[src/hw/rtl/gwm_pkg.sv]
// Shared constants, register codes and the cell link type of the wildcard glob matcher.
`timescale 1ns / 1ps
`default_nettype none

package gwm_pkg;

  // Parameter defaults.
  localparam int unsigned MAX_PATTERN_DEF = 16;
  localparam int unsigned CHAR_BITS_DEF   = 16;

  // Pattern register layout.
  localparam int unsigned WORD_COUNT     = 4;
  localparam int unsigned WORD_BITS      = 64;
  localparam int unsigned SLOT_BITS      = 16;
  localparam int unsigned SLOTS_PER_WORD = WORD_BITS / SLOT_BITS;
  localparam int unsigned HELD_CHARS     = WORD_COUNT * SLOTS_PER_WORD;
  localparam int unsigned LEN_BITS       = 5;

  // APB: 64-bit registers at byte address 8*index.
  localparam int unsigned APB_DATA_BITS  = 64;
  localparam int unsigned APB_ADDR_BITS  = 6;
  localparam int unsigned REG_IDX_LSB    = 3;
  localparam int unsigned REG_IDX_BITS   = APB_ADDR_BITS - REG_IDX_LSB;

  typedef enum logic [REG_IDX_BITS-1:0] {
    REG_WORD_0 = 3'd0,
    REG_WORD_1 = 3'd1,
    REG_WORD_2 = 3'd2,
    REG_WORD_3 = 3'd3,
    REG_LENGTH = 3'd4
  } reg_idx_e;

  // Wildcard characters.
  localparam logic [7:0] STAR_CHAR     = 8'h2A;
  localparam logic [7:0] QUESTION_CHAR = 8'h3F;

  // Signals that one cell hands to its right-hand neighbor.
  typedef struct packed {
    logic in_use;      // this and every position to the left are inside the pattern
    logic star_carry;  // closure of the current set through a star
    logic adv;         // a character match advances into the next position
    logic next_carry;  // closure of the updated set through a star
  } link_t;

endpackage

`default_nettype wire

[src/hw/rtl/gwm_ch_if.sv]
// Input character channel with valid/ready handshake.
`timescale 1ns / 1ps
`default_nettype none

interface gwm_ch_if #(
  parameter int unsigned CharBits = gwm_pkg::CHAR_BITS_DEF
) ();
  logic                valid;
  logic                ready;
  logic [CharBits-1:0] ch;

  modport source (output valid, output ch, input ready);
  modport sink (input valid, input ch, output ready);
endinterface

`default_nettype wire

[src/hw/rtl/gwm_res_if.sv]
// Result channel with valid/ready handshake.
`timescale 1ns / 1ps
`default_nettype none

interface gwm_res_if ();
  logic valid;
  logic ready;
  logic matched;

  modport source (output valid, output matched, input ready);
  modport sink (input valid, input matched, output ready);
endinterface

`default_nettype wire

[src/hw/rtl/gwm_cfg_regs.sv]
// APB register file holding the pattern characters and the pattern length.
`timescale 1ns / 1ps
`default_nettype none

module gwm_cfg_regs (
  input  wire logic                                clk_i,
  input  wire logic                                rst_ni,
  input  wire logic                                psel,
  input  wire logic                                penable,
  input  wire logic                                pwrite,
  input  wire logic [gwm_pkg::APB_ADDR_BITS-1:0]   paddr,
  input  wire logic [gwm_pkg::APB_DATA_BITS-1:0]   pwdata,
  output logic      [gwm_pkg::APB_DATA_BITS-1:0]   prdata,
  output logic                                     pready,
  output logic [gwm_pkg::WORD_COUNT-1:0][gwm_pkg::WORD_BITS-1:0] words_o,
  output logic      [gwm_pkg::LEN_BITS-1:0]        length_o
);

  logic [gwm_pkg::WORD_COUNT-1:0][gwm_pkg::WORD_BITS-1:0] words_q, words_d;
  logic [gwm_pkg::LEN_BITS-1:0]                           length_q, length_d;
  gwm_pkg::reg_idx_e                                      idx;
  logic                                                   wr_en;

  assign idx    = gwm_pkg::reg_idx_e'(paddr[gwm_pkg::APB_ADDR_BITS-1:gwm_pkg::REG_IDX_LSB]);
  assign wr_en  = psel & penable & pwrite;
  assign pready = 1'b1;

  always_comb begin
    words_d  = words_q;
    length_d = length_q;
    if (wr_en) begin
      unique case (idx)
        gwm_pkg::REG_WORD_0: words_d[0] = pwdata;
        gwm_pkg::REG_WORD_1: words_d[1] = pwdata;
        gwm_pkg::REG_WORD_2: words_d[2] = pwdata;
        gwm_pkg::REG_WORD_3: words_d[3] = pwdata;
        gwm_pkg::REG_LENGTH: length_d = pwdata[gwm_pkg::LEN_BITS-1:0];
        default: ;
      endcase
    end
  end

  always_comb begin
    unique case (idx)
      gwm_pkg::REG_WORD_0: prdata = words_q[0];
      gwm_pkg::REG_WORD_1: prdata = words_q[1];
      gwm_pkg::REG_WORD_2: prdata = words_q[2];
      gwm_pkg::REG_WORD_3: prdata = words_q[3];
      gwm_pkg::REG_LENGTH: prdata = gwm_pkg::APB_DATA_BITS'(length_q);
      default:             prdata = '0;
    endcase
  end

  always_ff @(posedge clk_i or negedge rst_ni) begin
    if (!rst_ni) begin
      words_q  <= '0;
      length_q <= '0;
    end else begin
      words_q  <= words_d;
      length_q <= length_d;
    end
  end

  assign words_o  = words_q;
  assign length_o = length_q;

endmodule

`default_nettype wire

[src/hw/rtl/gwm_cell.sv]
// One pattern position: holds its active bit and passes closure and match signals right.
`timescale 1ns / 1ps
`default_nettype none

module gwm_cell #(
  parameter int unsigned CharBits = gwm_pkg::CHAR_BITS_DEF,
  parameter bit          IsStart  = 1'b0
) (
  input  wire logic                clk_i,
  input  wire logic                rst_ni,
  input  wire logic [CharBits-1:0] pchar_i,
  input  wire logic                clamp_ok_i,
  input  wire logic [CharBits-1:0] ch_i,
  input  wire gwm_pkg::link_t      left_i,
  input  wire logic                step_i,
  input  wire logic                restart_i,
  output gwm_pkg::link_t           right_o,
  output logic                     act_o,
  output logic                     at_end_o,
  output logic                     end_hit_o
);

  logic act_q, act_d;
  logic in_use, is_star, is_any, closed, keep, raw_next, next_closed;

  assign in_use  = left_i.in_use & clamp_ok_i & (pchar_i != '0);
  assign is_star = (pchar_i == CharBits'(gwm_pkg::STAR_CHAR));
  assign is_any  = (pchar_i == CharBits'(gwm_pkg::QUESTION_CHAR));

  // Active after closing over any run of stars to the left.
  assign closed = act_q | left_i.star_carry;
  // A star keeps its own position alive; the next position sees the star via closure.
  assign keep   = closed & in_use & is_star;

  assign raw_next    = keep | left_i.adv;
  assign next_closed = raw_next | left_i.next_carry;

  assign right_o.in_use     = in_use;
  assign right_o.star_carry = keep;
  assign right_o.adv        = closed & in_use & ~is_star & (is_any | (pchar_i == ch_i));
  assign right_o.next_carry = next_closed & in_use & is_star;

  // This cell is the position just past the last pattern character in use.
  assign at_end_o  = left_i.in_use & ~in_use;
  assign end_hit_o = closed & at_end_o;

  always_comb begin
    act_d = act_q;
    priority if (restart_i) begin
      act_d = IsStart;
    end else if (step_i) begin
      act_d = next_closed;
    end
  end

  always_ff @(posedge clk_i or negedge rst_ni) begin
    if (!rst_ni) begin
      act_q <= IsStart;
    end else begin
      act_q <= act_d;
    end
  end

  assign act_o = act_q;

endmodule

`default_nettype wire

[src/hw/rtl/wildcard_glob_matcher_top.sv]
// Top level of the wildcard glob matcher: register file, row of position cells, result register.
`timescale 1ns / 1ps
`default_nettype none

// Streams characters against a '*' / '?' wildcard pattern of up to MaxPattern
// characters (at most sixteen held in the registers). One character is taken
// every cycle unless the input stalls; a zero character ends the string and its
// match result appears on the result channel in the next cycle, after which
// matching restarts for the next string. The whole update of the position set
// is combinational in a row of MaxPattern+1 cells, one per pattern position; the
// star closure ripples through the row like a carry chain, so the clock period
// is set by the row length. The input stalls only while a result waits
// unaccepted on the output. No clearing pass is needed after reset.
module wildcard_glob_matcher_top #(
  parameter int unsigned MaxPattern = gwm_pkg::MAX_PATTERN_DEF,
  parameter int unsigned CharBits   = gwm_pkg::CHAR_BITS_DEF
) (
  input  wire logic                              clk_i,
  input  wire logic                              rst_ni,
  input  wire logic                              psel,
  input  wire logic                              penable,
  input  wire logic                              pwrite,
  input  wire logic [gwm_pkg::APB_ADDR_BITS-1:0] paddr,
  input  wire logic [gwm_pkg::APB_DATA_BITS-1:0] pwdata,
  output logic      [gwm_pkg::APB_DATA_BITS-1:0] prdata,
  output logic                                   pready,
  gwm_ch_if.sink                                 ch_i,
  gwm_res_if.source                              res_o
);

  localparam int unsigned NumCells = MaxPattern + 1;

  logic [gwm_pkg::WORD_COUNT-1:0][gwm_pkg::WORD_BITS-1:0] words;
  logic [gwm_pkg::LEN_BITS-1:0]                           length;

  gwm_pkg::link_t      link [NumCells+1];
  logic [CharBits-1:0] pchar [NumCells];
  logic [NumCells-1:0] clamp_ok, use_vec, act_vec, at_end_vec, end_hit_vec;

  logic accept, is_term, step, restart;
  logic out_valid_q, out_valid_d, matched_q, matched_d;

  gwm_cfg_regs u_cfg (
    .clk_i    (clk_i),
    .rst_ni   (rst_ni),
    .psel     (psel),
    .penable  (penable),
    .pwrite   (pwrite),
    .paddr    (paddr),
    .pwdata   (pwdata),
    .prdata   (prdata),
    .pready   (pready),
    .words_o  (words),
    .length_o (length)
  );

  assign accept  = ch_i.valid & ch_i.ready;
  assign is_term = (ch_i.ch == '0);
  assign step    = accept & ~is_term;
  assign restart = accept & is_term;

  // Position zero always starts inside the pattern.
  assign link[0] = '{in_use: 1'b1, star_carry: 1'b0, adv: 1'b0, next_carry: 1'b0};

  for (genvar i = 0; i < NumCells; i++) begin : g_cell
    if ((i < gwm_pkg::HELD_CHARS) && (i < MaxPattern)) begin : g_held
      assign pchar[i] = words[i / gwm_pkg::SLOTS_PER_WORD]
                             [(i % gwm_pkg::SLOTS_PER_WORD) * gwm_pkg::SLOT_BITS +: CharBits];
      assign clamp_ok[i] = (32'(length) > 32'(i));
    end else begin : g_empty
      // Positions past the held characters, and the final position, read as zero.
      assign pchar[i]    = '0;
      assign clamp_ok[i] = 1'b0;
    end

    gwm_cell #(
      .CharBits (CharBits),
      .IsStart  (i == 0)
    ) u_cell (
      .clk_i     (clk_i),
      .rst_ni    (rst_ni),
      .pchar_i   (pchar[i]),
      .clamp_ok_i(clamp_ok[i]),
      .ch_i      (ch_i.ch),
      .left_i    (link[i]),
      .step_i    (step),
      .restart_i (restart),
      .right_o   (link[i+1]),
      .act_o     (act_vec[i]),
      .at_end_o  (at_end_vec[i]),
      .end_hit_o (end_hit_vec[i])
    );

    assign use_vec[i] = link[i+1].in_use;
  end

  // A pending result must be taken before the next character is.
  assign ch_i.ready = ~out_valid_q | res_o.ready;

  always_comb begin
    out_valid_d = out_valid_q;
    matched_d   = matched_q;
    priority if (restart) begin
      out_valid_d = 1'b1;
      matched_d   = |end_hit_vec;
    end else if (res_o.ready) begin
      out_valid_d = 1'b0;
    end
  end

  always_ff @(posedge clk_i or negedge rst_ni) begin
    if (!rst_ni) begin
      out_valid_q <= 1'b0;
    end else begin
      out_valid_q <= out_valid_d;
    end
  end

  always_ff @(posedge clk_i) begin
    matched_q <= matched_d;
  end

  assign res_o.valid   = out_valid_q;
  assign res_o.matched = matched_q;

  // The positions in use form one run starting at position zero.
  a_use_prefix: assert property (@(posedge clk_i) disable iff (!rst_ni)
    ((use_vec & (use_vec + 1'b1)) == '0))
    else $error("pattern positions in use are not a prefix");

  // Exactly one position marks the end of the pattern.
  a_one_end: assert property (@(posedge clk_i) disable iff (!rst_ni)
    $onehot(at_end_vec))
    else $error("end of pattern is not a single position");

  // A terminator returns the set to the start position.
  a_restart: assert property (@(posedge clk_i) disable iff (!rst_ni)
    restart |=> (act_vec == NumCells'(1)))
    else $error("position set not restarted after terminator");

  // No character is taken while a result is stalled on the output.
  a_no_overrun: assert property (@(posedge clk_i) disable iff (!rst_ni)
    accept |-> !(out_valid_q && !res_o.ready))
    else $error("character taken while result stalled");

  // A non-terminator never creates a result.
  a_no_spurious: assert property (@(posedge clk_i) disable iff (!rst_ni)
    (step && !out_valid_q) |=> !out_valid_q)
    else $error("result created by a non-terminator");

endmodule

`default_nettype wire

[src/flat_wrapper.sv]
// flat-port wrapper written by rule: the top's interface ports become plain ports
module wildcard_glob_matcher_top_flat 
#(
  parameter int unsigned MaxPattern = gwm_pkg::MAX_PATTERN_DEF,
  parameter int unsigned CharBits   = gwm_pkg::CHAR_BITS_DEF
)
  (clk_i, rst_ni, psel, penable, pwrite, paddr, pwdata, prdata, pready, ch_i_valid, ch_i_ch, ch_i_ready, res_o_valid, res_o_matched, res_o_ready);
  gwm_ch_if #(.CharBits(CharBits)) ch_i_i ();
  gwm_res_if res_o_i ();
  input  wire logic clk_i;
  input  wire logic rst_ni;
  input  wire logic psel;
  input  wire logic penable;
  input  wire logic pwrite;
  input  wire logic [gwm_pkg::APB_ADDR_BITS-1:0] paddr;
  input  wire logic [gwm_pkg::APB_DATA_BITS-1:0] pwdata;
  output logic      [gwm_pkg::APB_DATA_BITS-1:0] prdata;
  output logic pready;
  input wire logic [$bits(ch_i_i.valid)-1:0] ch_i_valid;
  input wire logic [$bits(ch_i_i.ch)-1:0] ch_i_ch;
  output wire logic [$bits(ch_i_i.ready)-1:0] ch_i_ready;
  output wire logic [$bits(res_o_i.valid)-1:0] res_o_valid;
  output wire logic [$bits(res_o_i.matched)-1:0] res_o_matched;
  input wire logic [$bits(res_o_i.ready)-1:0] res_o_ready;
  assign ch_i_i.valid = ch_i_valid;
  assign ch_i_i.ch = ch_i_ch;
  assign ch_i_ready = ch_i_i.ready;
  assign res_o_valid = res_o_i.valid;
  assign res_o_matched = res_o_i.matched;
  assign res_o_i.ready = res_o_ready;
  wildcard_glob_matcher_top #(.MaxPattern(MaxPattern), .CharBits(CharBits)) u_core (.clk_i(clk_i), .rst_ni(rst_ni), .psel(psel), .penable(penable), .pwrite(pwrite), .paddr(paddr), .pwdata(pwdata), .prdata(prdata), .pready(pready), .ch_i(ch_i_i), .res_o(res_o_i));
endmodule
[config.mk]
export PLATFORM = sky130hd
export DESIGN_NAME = wildcard_glob_matcher_top_flat
export DESIGN_NICKNAME = d
export VERILOG_FILES = /design/src/hw/rtl/gwm_pkg.sv /design/src/hw/rtl/gwm_ch_if.sv /design/src/hw/rtl/gwm_res_if.sv /design/src/hw/rtl/gwm_cfg_regs.sv /design/src/hw/rtl/gwm_cell.sv /design/src/hw/rtl/wildcard_glob_matcher_top.sv /design/src/flat_wrapper.sv
export SDC_FILE = /design/constraint.sdc
export NUM_CORES = 1
export LEC_CHECK = 0
export BUFFER_PORTS_ARGS = -buffer_cell sky130_fd_sc_hd__buf_2
export CAP_MARGIN = 10
export CELL_PAD_IN_SITES_DETAIL_PLACEMENT = 2
export CELL_PAD_IN_SITES_GLOBAL_PLACEMENT = 2
export CORE_ASPECT_RATIO = 0.75
export CORE_MARGIN = 1.5
export CORE_UTILIZATION = 23
export DETAILED_ROUTE_END_ITERATION = 10
export HOLD_SLACK_MARGIN = 0.05
export PLACE_DENSITY = 0.52
export SLEW_MARGIN = 40
export SYNTH_ARGS = -nofsm -noshare
export SYNTH_HDL_FRONTEND = slang
export SYNTH_HIERARCHICAL = 1
export SYNTH_SLANG_ARGS = --single-unit
[constraint.sdc]
create_clock -name clk_i -period 8.3 [get_ports clk_i]
set_input_delay 0.83 -clock clk_i [delete_from_list [all_inputs] [get_ports clk_i]]
set_output_delay 0.83 -clock clk_i [all_outputs]
set_load 0.005 [all_outputs]
==> run metrics, run 1 <==
endpoints failing hold 0; Total Die Area 0.08220 mm²; maximum number of pins on one net before global-route repair 78; CP top delay family compound AO/OA/AOI/OAI gates; Yosys Warn Count 6; # DRC 0; Layout Area Growth over Synthesis 22.46%; worst-case hold slack 0.2628 ns; number of ports placed on the die boundary 161; Inserted Clock Buffers 35; total congestion overflow 0; number of buffers inserted by port buffering 156; number of slew-limit violations in the final report 0; # clock sinks 280; nature of the critical path endpoint flip-flop; Worst setup SP type flip-flop; Fmax 0.1191 GHz; DP HPWL 61430 µm; share of the cycle needed by the critical path after routing 1.012; clock input transition at the sequential cells of the worst setup and hold paths 0.06 ns; total via count after detailed routing 14493; number of levels in the clock H-tree 2; final weighted congestion in routability-driven placement 0.8394; crit path setup slack, layout -0.09730 ns; result of the run finished, violations left; Core Box Area 0.07917 mm²; antenna violations before repair 0; Bufs and invs on worst path 8; Non-Filler Cell Area, Final 0.02267 mm²; x dimension of the die 330.6 µm; most repeated library cell on the critical path o211ai_1; floorplan die height 248.7 µm; longest individual stage delay on the worst path 0.49 ns; hold crit path type input port to asynchronous set/reset pin; number of nets at the end of the flow 1938; overall track demand over capacity in global routing 0.1979; mean number of vias per cell 4.967; reg-to-reg setup timing slack -0.1 ns; failing checks negative setup slack; wire length of the first global-routing pass 118600 µm; Max stage delay cell, worst path or4_4; total power per unit cell area 223.3 mW/mm²; DRT Pass-1 Iters 4; Synth Instances 1564; Critical Path AT 8.67 ns; worst skew pair latency 0.56 ns; vias in the first global route 16023; clk buf depth 3; share of cells above drive strength 1 0.4267; CP max FO 3; total number of placement rows 89; RSZ-0062 raised after global routing true; Static Leak 10.11 nW; CTS Root Cell clkbuf_16; setup_tns -0.09730 ns; fill count 8537; setup violation total in the final timing report 1; transition time at the pin with the least slew margin 0.8439 ns; effective utilization at floorplan 0.2338; Post-Route Skew 0.02152 ns; combined area of all synthesized cells 0.01851 mm²; Peak supply drop 0.09871 mV; post-route antenna net violation count 0; worst-case headroom to the max-slew limit 0.4368; Post-Route WL 81620 µm; post-detailed-route wirelength per cell 27.97 µm; time the worst path needs with I/O delays and setup 8.397 ns; Synth Area per Inst 11.83 µm²; max_cap viols 0; CTS tree done; 1st-iter DRT viols 785; Data required, critical path 8.58 ns; Placement Cell Area 0.02108 mm²; start-to-end type of the worst setup path flip-flop to flip-flop
==> cell usage in the layout (no fill, tap or decap), types with 13 or more instances in the layout <==
cell type,count
and2_1,13
buf_4,144
nand4_2,17
mux2_4,60
nor4_2,44
a21oi_1,22
nor4_1,72
o211ai_1,16
nor2_1,86
o21ai_0,17
mux4_2,59
nor2b_1,61
nand3_1,35
nor3_1,35
conb_1,31
nand4_1,34
mux2_2,206
dfrtp_1,278
nor3_2,29
o211a_1,16
o311a_1,16
or3_1,17
buf_2,153
xor2_1,256
clkbuf_16,37
==> state kept, by name, indices dropped and copies added, names as in the netlist <==
| signal | flops |
|---|---|
| u_core/res_o.matched | 1 |
| u_core/u_cfg/words_o | 256 |
| u_core/g_cell.u_cell/act_o | 17 |
| u_core/res_o.valid | 1 |
| u_core/u_cfg/length_o | 5 |
==> layout make-up <==
class	count	area [µm²]	share of cell area
multi-input cells	1219	11190	0.4936
flip-flops and latches	280	7013	0.3094
repair buffers	304	1954	0.08623
well taps	1046	1309	0.05774
clock buffers	55	1064	0.04692
clock inverters	7	113.9	0.005023
inverters	5	18.77	0.0008280
diodes	2	5.005	0.0002208
==> routing by layer <==
| layer | vias up | global-route usage | routed length, µm | share of wire |
|---|---|---|---|---|
| li1 | 6353 | - | - | - |
| met2 | 278 | 0.3019 | 36250 | 0.44 |
| met1 | 7786 | 0.2948 | 41000 | 0.50 |
| met5 | - | 0 | 0 | 0 |
| met3 | 76 | 0.02553 | 2764 | 0.034 |
| met4 | 0 | 0.04371 | 1607 | 0.020 |
==> path summary, 6_finish.rpt <==
path | startpoint | endpoint | depth (start not counted)
max | u_core/u_cfg/words_o[14] | u_core/res_o.matched | 44
min | rst_ni | u_core/u_cfg/words_o[198] | 1
max reg2reg | u_core/u_cfg/words_o[14] | u_core/res_o.matched | 44
min reg2reg | u_core/res_o.valid | u_core/res_o.valid | 2
max in group asynchronous | rst_ni | u_core/u_cfg/words_o[87] | 2
min in group clk_i | pwdata[52] | u_core/u_cfg/words_o[52] | 2
==> per-stage QoR <==
stage	total power [mW]	setup WS [ns]	std cells	util
2_1_floorplan	2.754	-0.1499	1592	-
3_3_place_gp	3.396	-0.8789	2834	0.2660
3_5_place_dp	3.442	-0.9034	2834	0.2663
4_1_cts	5.118	-0.01356	2900	0.2833
5_1_grt	5.304	-0.6976	2916	0.2862
6_report	5.061	-0.09730	2918	0.2863
==> repair_timing <==
action,4_1_cts,5_1_grt
endpoints found under the setup margin,4,4
hold buffers,0,0
pin swaps,3,14
resized for setup,24,19
setup buffers,4,15
==> report_power, final <==
group	switching, mW	internal [mW]
combinational	0.663	0.693
clock	0.644	0.972
sequential	0.469	1.62
No activity file was read; power rests on OpenSTA's default activity.
==> run 2, diff against run 1 <==
--- a/config.mk
+++ b/config.mk
@@ -14,9 +14,8 @@
 export CORE_UTILIZATION = 23
 export DETAILED_ROUTE_END_ITERATION = 10
 export HOLD_SLACK_MARGIN = 0.05
-export PLACE_DENSITY = 0.52
-export SLEW_MARGIN = 40
+export PLACE_DENSITY = 0.54
+export SLEW_MARGIN = 30
 export SYNTH_ARGS = -nofsm -noshare
 export SYNTH_HDL_FRONTEND = slang
-export SYNTH_HIERARCHICAL = 1
 export SYNTH_SLANG_ARGS = --single-unit
==> constraint.sdc (replaced) <==
create_clock -name clk_i -period 8.3 [get_ports clk_i]
set_input_delay 1.245 -clock clk_i [delete_from_list [all_inputs] [get_ports clk_i]]
set_output_delay 1.245 -clock clk_i [all_outputs]
set_load 0.005 [all_outputs]
==> run 2 against run 1 <==
Net effect: the run now ends clean; combinational power fell by 15%; area after synthesis fell by 3.9%; sequential cell count did not move; cell count fell by 1.1%; register-to-register slack improved by 3.6 ns; worst hold slack improved by 0.28 ns; clock skew rose by 0.011 ns; first-iteration DRC count rose by 43%; sequential power barely moved; design area fell by 7.2%; power fell by 1.8%.
==> run metrics, run 2 <==
number of slew-limit violations in the final report 0 (unchanged); transition time at the pin with the least slew margin 1.083 ns (+0.2395 ns); worst-case headroom to the max-slew limit 0.2710 (-0.1657); top library cells by usage in the layout, fill and taps aside dfrtp_1, mux2_2, buf_2; hold crit path type flip-flop to flip-flop; 1st-iter DRT viols 1120 (+43%); reg-to-reg startpoint u_core.u_cfg.words_o[30]; clock input transition at the sequential cells of the worst setup and hold paths 0.06 ns (about the same); portion of the post-synthesis area used by sequential elements 0.3941; clk buf depth 3 (unchanged); share of the cycle needed by the critical path after routing 0.6477 (-0.3640); chain of cells forming the critical path buf_2 > nor2b_1 > nor2b_4 > buf_4 > a221o_1 > buf_2; biggest area contributors in the synthesized netlist dfrtp_1, mux2_2, xnor2_1, xor2_1, a221o_1; CP top delay family simple AND/OR/NAND/NOR gates; Non-Filler Cell Area, Final 0.02104 mm² (-7.2%); post-detailed-route wirelength per cell 28.91 µm (+3.4%); # DRC 0 (unchanged); number of placed instances with taps included 2818 (-0.56%); total power per unit cell area 236.2 mW/mm² (+5.8%); post-route antenna net violation count 0 (unchanged); floorplan die height 243.9 µm (-1.9%); vias in the first global route 16842 (+5.1%); max_cap viols 0 (unchanged); total congestion overflow 0 (unchanged); depth of the critical timing path with buffers and inverters included 6 (-86%); most common library cells after synthesis dfrtp_1, mux2_2, xnor2_1; number of setup buffers added after CTS 0 (-4); result of the run complete, no violations; startpoint of the worst setup timing path paddr[3]; Peak supply drop 0.1133 mV (+15%); total area of sequential cells 0.007013 mm² (unchanged); Data required, critical path 7.05 ns (-1.53 ns); Bufs and invs on worst path 3 (-5); Resized cells post-CTS 0 (-100%); area taken by multi-input logic gates 0.01033 mm² (-7.7%); CP max FO 41 (+38); flip-flop count of the largest register, all copies and words added 256 (unchanged); register bit count reported by yosys 280; Max stage delay cell, worst path nor2b_4; Placement Cell Area 0.01975 mm² (-6.3%); CTS Root Cell clkbuf_16; most common cell after layout, fill and taps aside dfrtp_1; Post-Route WL 83420 µm (+2.2%); setup violation total in the final timing report 0 (-1); share of the synthesized area in the top cell type 0.3910; async set-reset flop share out of synthesis 0.9964; total via count after detailed routing 15657 (+8.0%); Total Die Area 0.07906 mm² (-3.8%); Static Leak 8.570 nW (-15%); maximum number of pins on one net before global-route repair 122 (+56%); wire length of the first global-routing pass 122700 µm (+3.4%); number of levels in the clock H-tree 2 (unchanged); worst skew pair latency 0.57 ns (about the same); Post-Route Skew 0.03239 ns (+0.01087 ns); antenna violations before repair 1 (+1); Critical Path AT 4.13 ns (-4.54 ns); ys flop type dfrtp_1; depth of the most critical reg-to-reg path 12 (-73%); CTS tree done; setup_tns 0 ns (+0.09730 ns); combined area of all synthesized cells 0.01779 mm² (-3.9%); library cell with the highest instance count after synthesis dfrtp_1; Post-Synthesis Net Count 1795; quantity of hold-fixing buffers added after cts 0 (unchanged); final weighted congestion in routability-driven placement 0.8784 (+4.6%); mean number of vias per cell 5.427 (+9.3%); total number of placement rows 88 (-1.1%); Synth Area per Inst 10.45 µm² (-12%); longest individual stage delay on the worst path 0.85 ns (+0.36 ns); # clock sinks 280 (unchanged); RSZ-0062 raised after global routing false; Non-Filler Instances 2885 (-1.1%); effective utilization at floorplan 0.2319 (-0.001904); most repeated library cell on the critical path buf_2; Core Box Area 0.07674 mm² (-3.1%); fill count 8463 (-0.87%); number of distinct library cells after synthesis 81; number of ports placed on the die boundary 161 (unchanged); endpoints failing hold 0 (unchanged); Inserted Clock Buffers 37 (+5.7%); Layout Area Growth over Synthesis 18.25%; Fmax 0.1860 GHz (+56%); Critical Path End prdata[37]; x dimension of the die 324.2 µm (-1.9%); Yosys Warn Count 0 (-6); number of buffers inserted by port buffering 156 (unchanged); Worst setup SP type input port; share of cells above drive strength 1 0.2991 (-0.1277); nature of the critical path endpoint primary output; Synth Instances 1702 (+8.8%); DP HPWL 60970 µm (-0.75%); start-to-end type of the worst setup path input port to primary output; overall track demand over capacity in global routing 0.2108 (+0.01290); DRT Pass-1 Iters 5 (+1); reg-to-reg setup timing slack 3.48 ns (+3.58 ns); number of nets at the end of the flow 1915 (-1.2%); FF-to-FF End u_core.g_cell[10].u_cell.act_o; top cell type by total area after synthesis dfrtp_1; time the worst path needs with I/O delays and setup 5.376 ns (-3.021 ns); number of enable flip-flop cells after synthesis 1; worst hold start u_core.g_cell[13].u_cell.act_o
run 2: logic make-up after synthesis:
group                     Yosys count  share of synthesized area
DFF                               280                     0.3941
buffers and inverters             126                    0.02749
xor gates and xnor gates          256                     0.1260
muxes                             265                     0.1677
other                               1                  0.0002108
AOI/OAI and AO/OA                 305                     0.1356
and+or+nand+nor                   469                     0.1489
run 2: how the worst min path moves through the flow:
stage                                endpoint  slack (ns)  cells after the start
2_1_floorplan  u_core.g_cell[12].u_cell.act_o        0.47                      2
3_3_place_gp   u_core.g_cell[12].u_cell.act_o        0.51                      2
3_5_place_dp   u_core.g_cell[13].u_cell.act_o        0.53                      2
4_1_cts        u_core.g_cell[13].u_cell.act_o        0.55                      2
5_1_grt        u_core.g_cell[12].u_cell.act_o        0.58                      2
6_report       u_core.g_cell[13].u_cell.act_o        0.54                      2
run 2: worst register-to-register path: stages (launching register included):
cell      delay (ns)
dfrtp_1         0.44
nor4_1          0.93
and4_1          0.36
a22o_2          0.28
nor4_2          0.12
a211o_1         0.36
a31oi_1         0.50
o221ai_1        0.25
nor4_1          0.67
o221ai_1        0.36
o21ai_1         0.20
o21a_1          0.14
o21ai_1         0.05
run 2: routing by layer:
metal | up-vias | global-route usage | wire length, µm
met1 | 8374 | 0.3159 | 41520
met3 | 102 | 0.02627 | 4100
met4 | 0 | 0.05388 | 1835
met5 | - | 0 | 0
li1 | 6686 | - | -
met2 | 495 | 0.3158 | 35970
run 2: final cells by class:
class | instances | area share
multi-input cells | 1296 | 0.4909
flip-flops and latches | 280 | 0.3333
well taps | 1035 | 0.06154
clock buffers | 52 | 0.05150
repair buffers | 190 | 0.05031
clock inverters | 14 | 0.009276
inverters | 17 | 0.003033
diodes | 1 | 0.0001189
run 2: power by group:
| part | total (mW) | internal, mW | switching [mW] |
|---|---|---|---|
| clock | 1.71 | 1.04 | 0.669 |
| combinational | 1.16 | 0.551 | 0.608 |
| sequential | 2.10 | 1.61 | 0.491 |
| total | 4.97 | 3.20 | 1.77 |
run 2: per-stage QoR:
step	total power, mW	setup WS [ns]	utilization	hold slack (ns)
floorplan	2.664	4.310	-	0.4685
global placement	3.217	3.017	0.2574	0.5123
detailed placement	3.265	2.971	0.2574	0.5288
CTS	5.021	2.942	0.2741	0.5463
global route	5.205	2.819	0.2741	0.5766
finish	4.970	2.924	0.2742	0.5437
